`config.mk`:
```
export PLATFORM = sky130hd
export DESIGN_NAME = frequency_spectrum_histogram_unit_flat
export DESIGN_NICKNAME = d
export VERILOG_FILES = /design/src/hw/rtl/fsh_pkg.sv /design/src/hw/rtl/fsh_if.sv /design/src/hw/rtl/frequency_spectrum_histogram_unit.sv /design/src/flat_wrapper.sv
export VERILOG_INCLUDE_DIRS = /design/src /design/src/hw/rtl
export SDC_FILE = /design/constraint.sdc
export NUM_CORES = 2
export LEC_CHECK = 0
export ABC_AREA = 1
export BUFFER_PORTS_ARGS = -buffer_cell sky130_fd_sc_hd__buf_2
export CORE_MARGIN = 2
export CORE_UTILIZATION = 50
export CTS_BUF_LIST = sky130_fd_sc_hd__clkbuf_16
export CTS_CLUSTER_DIAMETER = 60
export DETAILED_ROUTE_END_ITERATION = 10
export PLACE_DENSITY = 0.68
export SYNTH_ARGS = -nofsm -noshare
export SYNTH_HDL_FRONTEND = slang
export SYNTH_SLANG_ARGS = --single-unit
export TNS_END_PERCENT = 1
```
`constraint.sdc`:
```
create_clock -name clk -period 8.8 [get_ports clk]
set_input_delay 0 -clock clk [delete_from_list [all_inputs] [get_ports clk]]
set_output_delay 0 -clock clk [all_outputs]
set_load 0.02 [all_outputs]
```
`src/hw/rtl/assert_macros.svh`:
```
// assertion macros for the rtl files
`ifndef ASSERT_MACROS_SVH
`define ASSERT_MACROS_SVH

// same-cycle implication, checked on clk with arst_n low as disable
`define ASSERT_IMPL(label, ante, cons, msg) \
	label: assert property (@(posedge clk) disable iff (!arst_n) (ante) |-> (cons)) \
		else $error(msg);

// next-cycle implication
`define ASSERT_NEXT(label, ante, cons, msg) \
	label: assert property (@(posedge clk) disable iff (!arst_n) (ante) |=> (cons)) \
		else $error(msg);

`endif

```
`src/hw/rtl/fsh_pkg.sv`:
```
// shared types and constants of the frequency spectrum histogram
package fsh_pkg;

	localparam int DEF_MAX_BINS  = 16;
	localparam int DEF_MAX_TYPES = 4;

	localparam int POS_W      = 40;
	localparam int REF_W      = 32;
	localparam int TYPE_IN_W  = 2;
	localparam int OUT_TYPE_W = 2;
	localparam int OUT_BIN_W  = 4;
	localparam int PROP_W     = 17;
	localparam int FRAC_W     = 16;
	localparam int COUNT_W    = 32;
	localparam int GENOME_W   = 32;
	localparam int BINCNT_W   = 5;
	localparam int TYPECNT_W  = 3;
	localparam int CFG_IDX_W  = 3;
	localparam int CFG_DATA_W = 40;

	localparam logic [PROP_W-1:0] PROP_ONE = PROP_W'(1) << FRAC_W;

	localparam logic OP_TALLY  = 1'b0;
	localparam logic OP_FINISH = 1'b1;

	typedef enum logic [CFG_IDX_W-1:0] {
		REG_BIN_COUNT    = 3'd0,
		REG_TYPE_COUNT   = 3'd1,
		REG_GENOME_TOTAL = 3'd2,
		REG_RANGE_ENABLE = 3'd3,
		REG_RANGE_FIRST  = 3'd4,
		REG_RANGE_LAST   = 3'd5
	} fsh_reg_t;

	localparam logic [BINCNT_W-1:0]  RST_BIN_COUNT    = 5'd10;
	localparam logic [TYPECNT_W-1:0] RST_TYPE_COUNT   = 3'd1;
	localparam logic [GENOME_W-1:0]  RST_GENOME_TOTAL = 32'd1;

endpackage

```
`src/hw/rtl/fsh_if.sv`:
```
// valid/ready channels of the frequency spectrum histogram
interface fsh_item_if import fsh_pkg::*; ();
	logic                 valid;
	logic                 ready;
	logic                 opcode;
	logic [POS_W-1:0]     site_position;
	logic [REF_W-1:0]     ref_count;
	logic [TYPE_IN_W-1:0] type_index;

	modport source(output valid, opcode, site_position, ref_count, type_index, input ready);
	modport sink(input valid, opcode, site_position, ref_count, type_index, output ready);
endinterface

interface fsh_result_if import fsh_pkg::*; ();
	logic                  valid;
	logic                  ready;
	logic [OUT_TYPE_W-1:0] out_type;
	logic [OUT_BIN_W-1:0]  out_bin;
	logic [PROP_W-1:0]     proportion;
	logic                  last;

	modport source(output valid, out_type, out_bin, proportion, last, input ready);
	modport sink(input valid, out_type, out_bin, proportion, last, output ready);
endinterface

interface fsh_cfg_if import fsh_pkg::*; ();
	logic                  valid;
	logic                  ready;
	logic [CFG_IDX_W-1:0]  index;
	logic [CFG_DATA_W-1:0] data;

	modport source(output valid, index, data, input ready);
	modport sink(input valid, index, data, output ready);
endinterface

```
`src/hw/rtl/frequency_spectrum_histogram_unit.sv`:
```
// top level of the frequency spectrum histogram
// Keeps a saturating 32-bit count per (mutation type, frequency bin) in a
// MAX_TYPES*MAX_BINS entry memory. A tally item finds its bin with one
// shared restoring compare/subtract unit, then does a read-modify-write of
// the count. A filtered or dropped tally is consumed in ST_IDLE; any other
// tally runs the divide on the shared unit, then the bin address, the
// registered memory read and the write-back of the count. A finish
// item sums each type bin by bin, then divides each bin count
// by the type total in 17 steps on the same unit (skipped when the total
// is zero; a bin waits while its result is not taken), and ends
// with a clearing sweep over all MAX_TYPES*MAX_BINS entries. The same sweep runs
// after reset; the item channel is not ready during any of this, while
// configuration writes are always taken.
`include "assert_macros.svh"

module frequency_spectrum_histogram_unit import fsh_pkg::*; #(
	parameter int MAX_BINS  = DEF_MAX_BINS,
	parameter int MAX_TYPES = DEF_MAX_TYPES
) (
	input  logic          clk,
	input  logic          arst_n,
	fsh_cfg_if.sink       cfg,
	fsh_item_if.sink      item,
	fsh_result_if.source  result
);

	localparam int DEPTH = MAX_TYPES * MAX_BINS;
	localparam int AW    = (DEPTH > 1) ? $clog2(DEPTH) : 1;
	localparam int BIW   = (MAX_BINS > 1) ? $clog2(MAX_BINS) : 1;
	localparam int TIW   = (MAX_TYPES > 1) ? $clog2(MAX_TYPES) : 1;
	localparam int BNW   = $clog2(MAX_BINS + 1);
	localparam int TNW   = $clog2(MAX_TYPES + 1);
	localparam int QW    = BNW;
	localparam int QDW   = (QW + 1 > PROP_W) ? QW + 1 : PROP_W;
	localparam int ITMAX = (QW > FRAC_W) ? QW : FRAC_W;
	localparam int ITW   = $clog2(ITMAX + 1);
	localparam int TTW   = COUNT_W + BNW;
	localparam int UW    = TTW + FRAC_W;

	typedef enum logic [3:0] {
		ST_IDLE,
		ST_DIV,
		ST_T_ADDR,
		ST_T_READ,
		ST_T_WRITE,
		ST_F_SUM_RD,
		ST_F_SUM_ACC,
		ST_F_DIV_RD,
		ST_F_DIV_LOAD,
		ST_F_EMIT,
		ST_CLEAR
	} state_t;

	// configuration registers
	logic [BINCNT_W-1:0]  bin_count_q;
	logic [TYPECNT_W-1:0] type_count_q;
	logic [GENOME_W-1:0]  genome_total_q;
	logic                 range_enable_q;
	logic [POS_W-1:0]     range_first_q;
	logic [POS_W-1:0]     range_last_q;

	state_t               state_q;
	logic                 finish_mode_q;
	logic [TIW-1:0]       t_q;
	logic [BIW-1:0]       b_q;
	logic [AW-1:0]        clr_q;
	logic [TTW-1:0]       total_q;
	logic [UW-1:0]        rem_q;
	logic [UW-1:0]        dvs_q;
	logic [QDW-1:0]       q_q;
	logic [ITW-1:0]       iter_q;
	logic [COUNT_W-1:0]   rd_data_q;

	logic                  out_valid_q;
	logic [OUT_TYPE_W-1:0] out_type_q;
	logic [OUT_BIN_W-1:0]  out_bin_q;
	logic [PROP_W-1:0]     proportion_q;
	logic                  last_q;

	logic [COUNT_W-1:0] mem [DEPTH];

	logic [BNW-1:0]      eff_bins;
	logic [TNW-1:0]      eff_types;
	logic [GENOME_W-1:0] genome_eff;
	logic                skip;
	logic [TTW-1:0]      tally_prod;
	logic                ge;
	logic [UW-1:0]       diff;
	logic [AW-1:0]       addr_tb;
	logic [AW-1:0]       mem_addr;
	logic                mem_we;
	logic [COUNT_W-1:0]  mem_wdata;
	logic                last_t;
	logic                last_b;
	logic                out_free;

	always_comb begin
		if (bin_count_q == '0) begin
			eff_bins = BNW'(1);
		end else if (32'(bin_count_q) > 32'(MAX_BINS)) begin
			eff_bins = BNW'(MAX_BINS);
		end else begin
			eff_bins = BNW'(bin_count_q);
		end
		if (type_count_q == '0) begin
			eff_types = TNW'(1);
		end else if (32'(type_count_q) > 32'(MAX_TYPES)) begin
			eff_types = TNW'(MAX_TYPES);
		end else begin
			eff_types = TNW'(type_count_q);
		end
	end

	assign genome_eff = (genome_total_q == '0) ? GENOME_W'(1) : genome_total_q;

	assign skip = (range_enable_q && (item.site_position < range_first_q ||
		item.site_position > range_last_q)) ||
		(32'(item.type_index) >= 32'(eff_types));

	// product is below 2^TTW since the bin count fits in BNW bits
	assign tally_prod = {{BNW{1'b0}}, item.ref_count} * {{COUNT_W{1'b0}}, eff_bins};

	// shared compare/subtract unit
	assign ge   = rem_q >= dvs_q;
	assign diff = rem_q - dvs_q;

	assign addr_tb  = AW'(32'(t_q) * 32'(MAX_BINS) + 32'(b_q));
	assign mem_addr = (state_q == ST_CLEAR) ? clr_q : addr_tb;
	assign mem_we   = (state_q == ST_T_WRITE) || (state_q == ST_CLEAR);
	assign mem_wdata = (state_q == ST_CLEAR) ? '0 :
		((rd_data_q == '1) ? rd_data_q : rd_data_q + 1'b1);

	assign last_t   = t_q == TIW'(eff_types - 1'b1);
	assign last_b   = b_q == BIW'(eff_bins - 1'b1);
	assign out_free = !out_valid_q || result.ready;

	always_ff @(posedge clk) begin
		if (mem_we) begin
			mem[mem_addr] <= mem_wdata;
		end
		rd_data_q <= mem[mem_addr];
	end

	assign cfg.ready = 1'b1;

	always_ff @(posedge clk or negedge arst_n) begin
		if (!arst_n) begin
			bin_count_q    <= RST_BIN_COUNT;
			type_count_q   <= RST_TYPE_COUNT;
			genome_total_q <= RST_GENOME_TOTAL;
			range_enable_q <= 1'b0;
			range_first_q  <= '0;
			range_last_q   <= '0;
		end else if (cfg.valid) begin
			case (cfg.index)
				REG_BIN_COUNT: begin
					bin_count_q <= cfg.data[BINCNT_W-1:0];
				end
				REG_TYPE_COUNT: begin
					type_count_q <= cfg.data[TYPECNT_W-1:0];
				end
				REG_GENOME_TOTAL: begin
					genome_total_q <= cfg.data[GENOME_W-1:0];
				end
				REG_RANGE_ENABLE: begin
					range_enable_q <= cfg.data[0];
				end
				REG_RANGE_FIRST: begin
					range_first_q <= cfg.data[POS_W-1:0];
				end
				REG_RANGE_LAST: begin
					range_last_q <= cfg.data[POS_W-1:0];
				end
				default: begin
				end
			endcase
		end
	end

	always_ff @(posedge clk or negedge arst_n) begin
		if (!arst_n) begin
			state_q       <= ST_CLEAR;
			finish_mode_q <= 1'b0;
			t_q           <= '0;
			b_q           <= '0;
			clr_q         <= '0;
			total_q       <= '0;
			rem_q         <= '0;
			dvs_q         <= '0;
			q_q           <= '0;
			iter_q        <= '0;
			out_valid_q   <= 1'b0;
			out_type_q    <= '0;
			out_bin_q     <= '0;
			proportion_q  <= '0;
			last_q        <= 1'b0;
		end else begin
			if (out_valid_q && result.ready && state_q != ST_F_EMIT) begin
				out_valid_q <= 1'b0;
			end
			case (state_q)
				ST_IDLE: begin
					if (item.valid) begin
						t_q     <= '0;
						b_q     <= '0;
						total_q <= '0;
						if (item.opcode == OP_FINISH) begin
							finish_mode_q <= 1'b1;
							state_q       <= ST_F_SUM_RD;
						end else if (!skip) begin
							finish_mode_q <= 1'b0;
							t_q    <= TIW'(item.type_index);
							rem_q  <= UW'(tally_prod);
							dvs_q  <= UW'({genome_eff, {QW{1'b0}}});
							q_q    <= '0;
							iter_q <= ITW'(QW);
							state_q <= ST_DIV;
						end
					end
				end
				ST_DIV: begin
					if (ge) begin
						rem_q <= diff;
					end
					q_q   <= {q_q[QDW-2:0], ge};
					dvs_q <= dvs_q >> 1;
					if (iter_q == '0) begin
						state_q <= finish_mode_q ? ST_F_EMIT : ST_T_ADDR;
					end else begin
						iter_q <= iter_q - 1'b1;
					end
				end
				ST_T_ADDR: begin
					// quotient past the last bin lands in the last bin
					if (q_q >= QDW'(eff_bins)) begin
						b_q <= BIW'(eff_bins - 1'b1);
					end else begin
						b_q <= BIW'(q_q);
					end
					state_q <= ST_T_READ;
				end
				ST_T_READ: begin
					state_q <= ST_T_WRITE;
				end
				ST_T_WRITE: begin
					state_q <= ST_IDLE;
				end
				ST_F_SUM_RD: begin
					state_q <= ST_F_SUM_ACC;
				end
				ST_F_SUM_ACC: begin
					total_q <= total_q + TTW'(rd_data_q);
					if (last_b) begin
						b_q     <= '0;
						state_q <= ST_F_DIV_RD;
					end else begin
						b_q     <= b_q + 1'b1;
						state_q <= ST_F_SUM_RD;
					end
				end
				ST_F_DIV_RD: begin
					state_q <= ST_F_DIV_LOAD;
				end
				ST_F_DIV_LOAD: begin
					q_q <= '0;
					if (total_q == '0) begin
						state_q <= ST_F_EMIT;
					end else begin
						// rounded share: (count * 2^16 + total/2) / total
						rem_q  <= UW'({rd_data_q, {FRAC_W{1'b0}}}) + UW'(total_q >> 1);
						dvs_q  <= {total_q, {FRAC_W{1'b0}}};
						iter_q <= ITW'(FRAC_W);
						state_q <= ST_DIV;
					end
				end
				ST_F_EMIT: begin
					if (out_free) begin
						out_valid_q  <= 1'b1;
						out_type_q   <= OUT_TYPE_W'(t_q);
						out_bin_q    <= OUT_BIN_W'(b_q);
						proportion_q <= q_q[PROP_W-1:0];
						last_q       <= last_t && last_b;
						if (!last_b) begin
							b_q     <= b_q + 1'b1;
							state_q <= ST_F_DIV_RD;
						end else if (!last_t) begin
							t_q     <= t_q + 1'b1;
							b_q     <= '0;
							total_q <= '0;
							state_q <= ST_F_SUM_RD;
						end else begin
							clr_q   <= '0;
							state_q <= ST_CLEAR;
						end
					end else if (out_valid_q && result.ready) begin
						out_valid_q <= 1'b0;
					end
				end
				ST_CLEAR: begin
					if (clr_q == AW'(DEPTH - 1)) begin
						state_q <= ST_IDLE;
					end else begin
						clr_q <= clr_q + 1'b1;
					end
				end
				default: begin
					state_q <= ST_IDLE;
				end
			endcase
		end
	end

	assign item.ready        = state_q == ST_IDLE;
	assign result.valid      = out_valid_q;
	assign result.out_type   = out_type_q;
	assign result.out_bin    = out_bin_q;
	assign result.proportion = proportion_q;
	assign result.last       = last_q;

	`ASSERT_NEXT(a_finish_busy, item.valid && item.ready && item.opcode == OP_FINISH, !item.ready, "finish transfer left the block ready")
	`ASSERT_IMPL(a_prop_range, state_q == ST_F_EMIT && total_q != '0, q_q <= QDW'(PROP_ONE), "share above one")
	`ASSERT_NEXT(a_last_clears, state_q == ST_F_EMIT && out_free && last_t && last_b, state_q == ST_CLEAR, "final result not followed by clear")
	`ASSERT_IMPL(a_bin_clamp, state_q == ST_T_READ, 32'(b_q) < 32'(eff_bins), "tally bin past the last bin")

endmodule

```
`src/flat_wrapper.sv`:
```
// flat-port wrapper written by rule: the top's interface ports become plain ports
module frequency_spectrum_histogram_unit_flat import fsh_pkg::*;
#(
	parameter int MAX_BINS  = DEF_MAX_BINS,
	parameter int MAX_TYPES = DEF_MAX_TYPES
)
  (clk, arst_n, cfg_valid, cfg_index, cfg_data, cfg_ready, item_valid, item_opcode, item_site_position, item_ref_count, item_type_index, item_ready, result_valid, result_out_type, result_out_bin, result_proportion, result_last, result_ready);
  fsh_cfg_if cfg_i ();
  fsh_item_if item_i ();
  fsh_result_if result_i ();
  input  logic clk;
  input  logic arst_n;
  input wire logic [$bits(cfg_i.valid)-1:0] cfg_valid;
  input wire logic [$bits(cfg_i.index)-1:0] cfg_index;
  input wire logic [$bits(cfg_i.data)-1:0] cfg_data;
  output wire logic [$bits(cfg_i.ready)-1:0] cfg_ready;
  input wire logic [$bits(item_i.valid)-1:0] item_valid;
  input wire logic [$bits(item_i.opcode)-1:0] item_opcode;
  input wire logic [$bits(item_i.site_position)-1:0] item_site_position;
  input wire logic [$bits(item_i.ref_count)-1:0] item_ref_count;
  input wire logic [$bits(item_i.type_index)-1:0] item_type_index;
  output wire logic [$bits(item_i.ready)-1:0] item_ready;
  output wire logic [$bits(result_i.valid)-1:0] result_valid;
  output wire logic [$bits(result_i.out_type)-1:0] result_out_type;
  output wire logic [$bits(result_i.out_bin)-1:0] result_out_bin;
  output wire logic [$bits(result_i.proportion)-1:0] result_proportion;
  output wire logic [$bits(result_i.last)-1:0] result_last;
  input wire logic [$bits(result_i.ready)-1:0] result_ready;
  assign cfg_i.valid = cfg_valid;
  assign cfg_i.index = cfg_index;
  assign cfg_i.data = cfg_data;
  assign cfg_ready = cfg_i.ready;
  assign item_i.valid = item_valid;
  assign item_i.opcode = item_opcode;
  assign item_i.site_position = item_site_position;
  assign item_i.ref_count = item_ref_count;
  assign item_i.type_index = item_type_index;
  assign item_ready = item_i.ready;
  assign result_valid = result_i.valid;
  assign result_out_type = result_i.out_type;
  assign result_out_bin = result_i.out_bin;
  assign result_proportion = result_i.proportion;
  assign result_last = result_i.last;
  assign result_i.ready = result_ready;
  frequency_spectrum_histogram_unit #(.MAX_BINS(MAX_BINS), .MAX_TYPES(MAX_TYPES)) u_core (.clk(clk), .arst_n(arst_n), .cfg(cfg_i), .item(item_i), .result(result_i));
endmodule
```
==> impl_summary.log <==
[metrics] status: finished with violations
[metrics] failing checks: capacitance limit, slew limit
[metrics] initial antenna violation count: 13
[metrics] reg-to-reg critical path endpoint: u_core.rd_data_q[0]
[metrics] H-Tree Depth: 4
[metrics] most common cell in the netlist: sky130_fd_sc_hd__nand2_1
[metrics] clock latency of the later-clocked register in the worst-skew pair: 0.92 ns
[metrics] crit-path most repeated cell: sky130_fd_sc_hd__nand2_1
[metrics] overall routed net length: roughly 350,000 microns
[metrics] per-cell via count in the routed design: approximately 5.9
[metrics] root buffer cell: sky130_fd_sc_hd__clkbuf_16
[metrics] biggest area consumer among synthesized cells: sky130_fd_sc_hd__edfxtp_1
[metrics] max-cap check violation count: 1
[metrics] Final period util: between 60% and 70%
[metrics] highest clock rate: between 150 and 200 MHz
[metrics] Core ar.: roughly 210,000 sq um
[metrics] Leak Pwr: roughly 0.047 uW
[metrics] Sinks on Clock Net: between 2k and 2.5k
[metrics] first-pass detailed-route iteration total: 8
[metrics] post-route DRC violation count: 0
[metrics] Longest Clk Path Bufs: 3
[metrics] Yosys warning total: 0
[metrics] total setup violations reported at the end of the flow: 0
[metrics] count of cells resized by post-cts repair: 0
[metrics] start point of the critical path: u_core.state_q[1]
[metrics] Setup Buffers After CTS: 0
[metrics] count of antenna-violating nets left after detailed routing: 0
[metrics] final worst path period need: 5.91 ns
[metrics] area share of the largest cell type after synthesis: between 50% and 60%
[metrics] RSZ-0062 raised after global routing: false
[metrics] net count after synthesis: 10.6k
[metrics] Setup CP Type: reg -> reg
[metrics] overall global routing resource usage: a little under a third
[metrics] cell breakdown of the critical path: inv_1 -> nor2_2 -> nand2_4 -> nand2_1 -> o21ai_4 -> buf_4 -> inv_2 -> nand3_2 -> inv_8 -> buf_12 -> buf_4 -> nand2_1 -> nand4_1 -> o21ai_0 -> nand3_1 -> nor2_1 -> nand2_1
[metrics] mean post-synth cell area: roughly 11 sq um
[metrics] CP max stage cell: sky130_fd_sc_hd__inv_8
[metrics] Port Buffers: between 100 and 150
[metrics] largest cells by area after synthesis: sky130_fd_sc_hd__edfxtp_1 (57%), sky130_fd_sc_hd__nand2_1 (11%), sky130_fd_sc_hd__dfrtp_1 (7.5%)
[metrics] launching point of the worst reg2reg path: u_core.state_q[1]
[metrics] R2R setup slack: 2.89 ns
[metrics] IO Pins: 150
[metrics] most instantiated cells after synthesis: sky130_fd_sc_hd__nand2_1 (3,210), sky130_fd_sc_hd__edfxtp_1 (2,048), sky130_fd_sc_hd__inv_1 (857), sky130_fd_sc_hd__nor2_1 (611), sky130_fd_sc_hd__o21ai_0 (596)
[metrics] slack of the critical path: 2.89 ns
[metrics] data arrival at the endpoint of the critical path: around 6.8 ns
[metrics] horizontal die dimension: 469 microns
[metrics] synthesis-to-finish area growth: 12.2%
[metrics] Tot Pwr: around 40,000 uW
[metrics] cell area after synthesis: roughly 110,000 sq um
[metrics] number of enable-type register cells in the synthesized netlist: roughly 2.0k
[metrics] hold violation count in the final report: 0
[metrics] routability congestion estimate from global placement: around 1
[metrics] DR WL/cell: 26.2 microns
[metrics] relative slew slack: -2.97%
[metrics] fraction of registers with async set or reset after synthesis: between 10% and 20%
[metrics] global-route wire length before repair: between 500,000 and 600,000 microns
[metrics] main flop type after synthesis: sky130_fd_sc_hd__edfxtp_1
[metrics] Clock Pin Slew Worst Setup and Hold Paths: approximately 0.060 ns
[metrics] number of clock buffers inserted by TritonCTS: ~240
[metrics] pre-CTS setup slack: roughly 3 ns
[metrics] worst setup path endpoint: u_core.rd_data_q[0]
[metrics] Nets: 10.9k
[metrics] pin slew with the least headroom to its limit: 1.53 ns
[metrics] worst ir drop on vdd: a little over 0.3 mV
[metrics] number of cells produced by synthesis: approximately 10k
[metrics] power density cells: 338 nW/um^2
[metrics] reg2reg path depth: 17
[metrics] HP Class: in -> reg
[metrics] element type at the critical path start: flop
[metrics] DRC violation total after the first TritonRoute iteration: ~10k
[metrics] Unique masters post-synth: just under 60
[metrics] total half-perimeter wirelength after legalization and detailed placement: about 220,000 microns
[metrics] Layout fillers: between 15k and 20k
[metrics] flops & latches, synth: about 2.4k
[metrics] setup skew after layout: roughly 0.090 ns
[metrics] Data required, critical path: between 9 and 10 ns
[metrics] pin count of the biggest net entering global routing: 136
[metrics] fraction of the yosys area taken by sequential cells: around two thirds
[metrics] total number of placement rows: 170
[metrics] vias post-DR: approximately 80k
[metrics] count of pins over their slew limit: 2
[metrics] Total Negative Setup Slacks: 0 ns
[metrics] Die H: approximately 470 microns
[metrics] highest net fanout along the worst path: slightly below 100
[metrics] Critical Path Sink Type: flop
[metrics] fraction of layout instances using a drive strength above 1: 7.58%
[metrics] hold-fix buffers at CTS: 86
[metrics] leftover overflow at the end of global routing: 0
[metrics] number of global-route vias before repair: ~76k
[metrics] CTS tree: built
[metrics] initial cell density of the core: 50.3%
[metrics] largest stage delay on the critical path: about 0.67 ns
[metrics] die area: between 200,000 and 250,000 sq um
==> where the power goes <==
| part | switching (uW) | total (uW) | internal (uW) |
|---|---|---|---|
| Combinational | 12100 | 16000 | 3870 |
| Clock | 4460 | 9830 | 5380 |
| Sequential | 676 | 15200 | 14500 |
| Total | 17300 | 41000 | 23700 |
==> layout make-up <==
type	count	area (sq um)	share of cell area, %
flip-flops and latches	2408	70400	58.0
clock inverters	199	1690	1.39
diodes	7	17.5	0.0144
clock buffers	236	5910	4.87
well taps	2838	3550	2.93
inverters	871	3330	2.75
repair buffers	396	2950	2.43
multi-input cells	6490	33500	27.6
==> registers in the layout, summed over array words and instances (netlist names), 32 cells and up <==
name and flops:
u_core.range_last_q 40, u_core.range_first_q 40, u_core.genome_total_q 32, u_core.mem 2048, u_core.total_q 37, u_core.rd_data_q 32, u_core.rem_q 53, u_core.dvs_q 53
==> layer usage <==
metal,track usage (%),share of wire [%]
met1,42.2,39
met2,49.0,45
met3,6.50,10
met4,16.5,5.8
met5,0,0.018
==> worst min path at each step <==
stage | from | endpoint | slack [ns] | depth (start not counted)
finish | cfg_data[0] | u_core.range_last_q[0] | 0.06 | 4
CTS | result_ready | u_core.result.last | 0.002 | 4
global placement | arst_n | u_core.genome_total_q[6] | 0.1 | 1
detailed placement | arst_n | u_core.genome_total_q[6] | 0.11 | 1
global route | cfg_data[19] | u_core.range_first_q[19] | 0.08 | 4
floorplan | arst_n | u_core.b_q[0] | -0.30 | 0
==> cell families after synthesis <==
logic type,after synthesis,synth area share (%)
compound gates,1301,6.85
simple gates,4797,18.5
fa+ha+maj,335,4.52
xor+xnor,56,0.454
other cells,1,0.00347
flops,2408,65.1
buf+inv,1244,4.62
==> cell usage in the layout, fill, tap and decap left out, types with 16 or more instances in the layout <==
cell / Yosys / layout
sky130_fd_sc_hd__buf_2: 192 / 147
sky130_fd_sc_hd__buf_4: 11 / 154
sky130_fd_sc_hd__o21ai_0: 596 / 591
sky130_fd_sc_hd__a21oi_1: 332 / 326
sky130_fd_sc_hd__a22oi_1: 72 / 72
sky130_fd_sc_hd__inv_1: 857 / 896
sky130_fd_sc_hd__clkbuf_16: 0 / 236
sky130_fd_sc_hd__nand3b_1: 24 / 24
sky130_fd_sc_hd__bufinv_16: 0 / 16
sky130_fd_sc_hd__o21ai_1: 42 / 46
sky130_fd_sc_hd__o21bai_1: 22 / 22
sky130_fd_sc_hd__ha_1: 242 / 242
sky130_fd_sc_hd__o21a_1: 17 / 17
sky130_fd_sc_hd__edfxtp_1: 2048 / 2048
sky130_fd_sc_hd__fa_1: 93 / 93
sky130_fd_sc_hd__a21o_1: 20 / 20
sky130_fd_sc_hd__nand3_1: 388 / 387
sky130_fd_sc_hd__nand4_1: 447 / 447
sky130_fd_sc_hd__nor3_1: 54 / 44
sky130_fd_sc_hd__clkinv_2: 0 / 32
sky130_fd_sc_hd__dfrtp_1: 322 / 322
sky130_fd_sc_hd__o221ai_1: 16 / 16
sky130_fd_sc_hd__clkinv_1: 2 / 55
sky130_fd_sc_hd__or2_2: 20 / 20
sky130_fd_sc_hd__dfxtp_1: 32 / 32
sky130_fd_sc_hd__xor2_1: 41 / 41
sky130_fd_sc_hd__o22ai_1: 53 / 53
sky130_fd_sc_hd__nand2_1: 3210 / 3208
sky130_fd_sc_hd__dlygate4sd3_1: 0 / 85
sky130_fd_sc_hd__a22o_1: 41 / 41
sky130_fd_sc_hd__nor2_1: 611 / 538
sky130_fd_sc_hd__o2111ai_1: 38 / 38
sky130_fd_sc_hd__inv_2: 12 / 24
sky130_fd_sc_hd__nor4_1: 20 / 20
sky130_fd_sc_hd__nor2_4: 1 / 74
==> per-stage QoR <==
| stage | instances | hold WS (ns) | utilization, % | area [sq um] |
|---|---|---|---|---|
| final | 13400 | 0.0605 | 56.4 | 121000 |
| after global placement | 12900 | 0.0975 | 52.5 | 113000 |
| after detailed placement | 12900 | 0.105 | 52.5 | 113000 |
| after global routing | 13400 | 0.0751 | 56.4 | 121000 |
| after CTS | 13400 | 0.00197 | 56.4 | 121000 |
| after floorplan | 10100 | -0.296 | - | 108000 |
==> critical path, delay by kind of cell, from the launching register on <==
kind,cells,cell delay [ns]
buf+inv,6,2.76
simple gates,9,1.90
flops,1,0.56
compound gates,2,0.56
No activity file was read; power rests on OpenSTA's default activity.
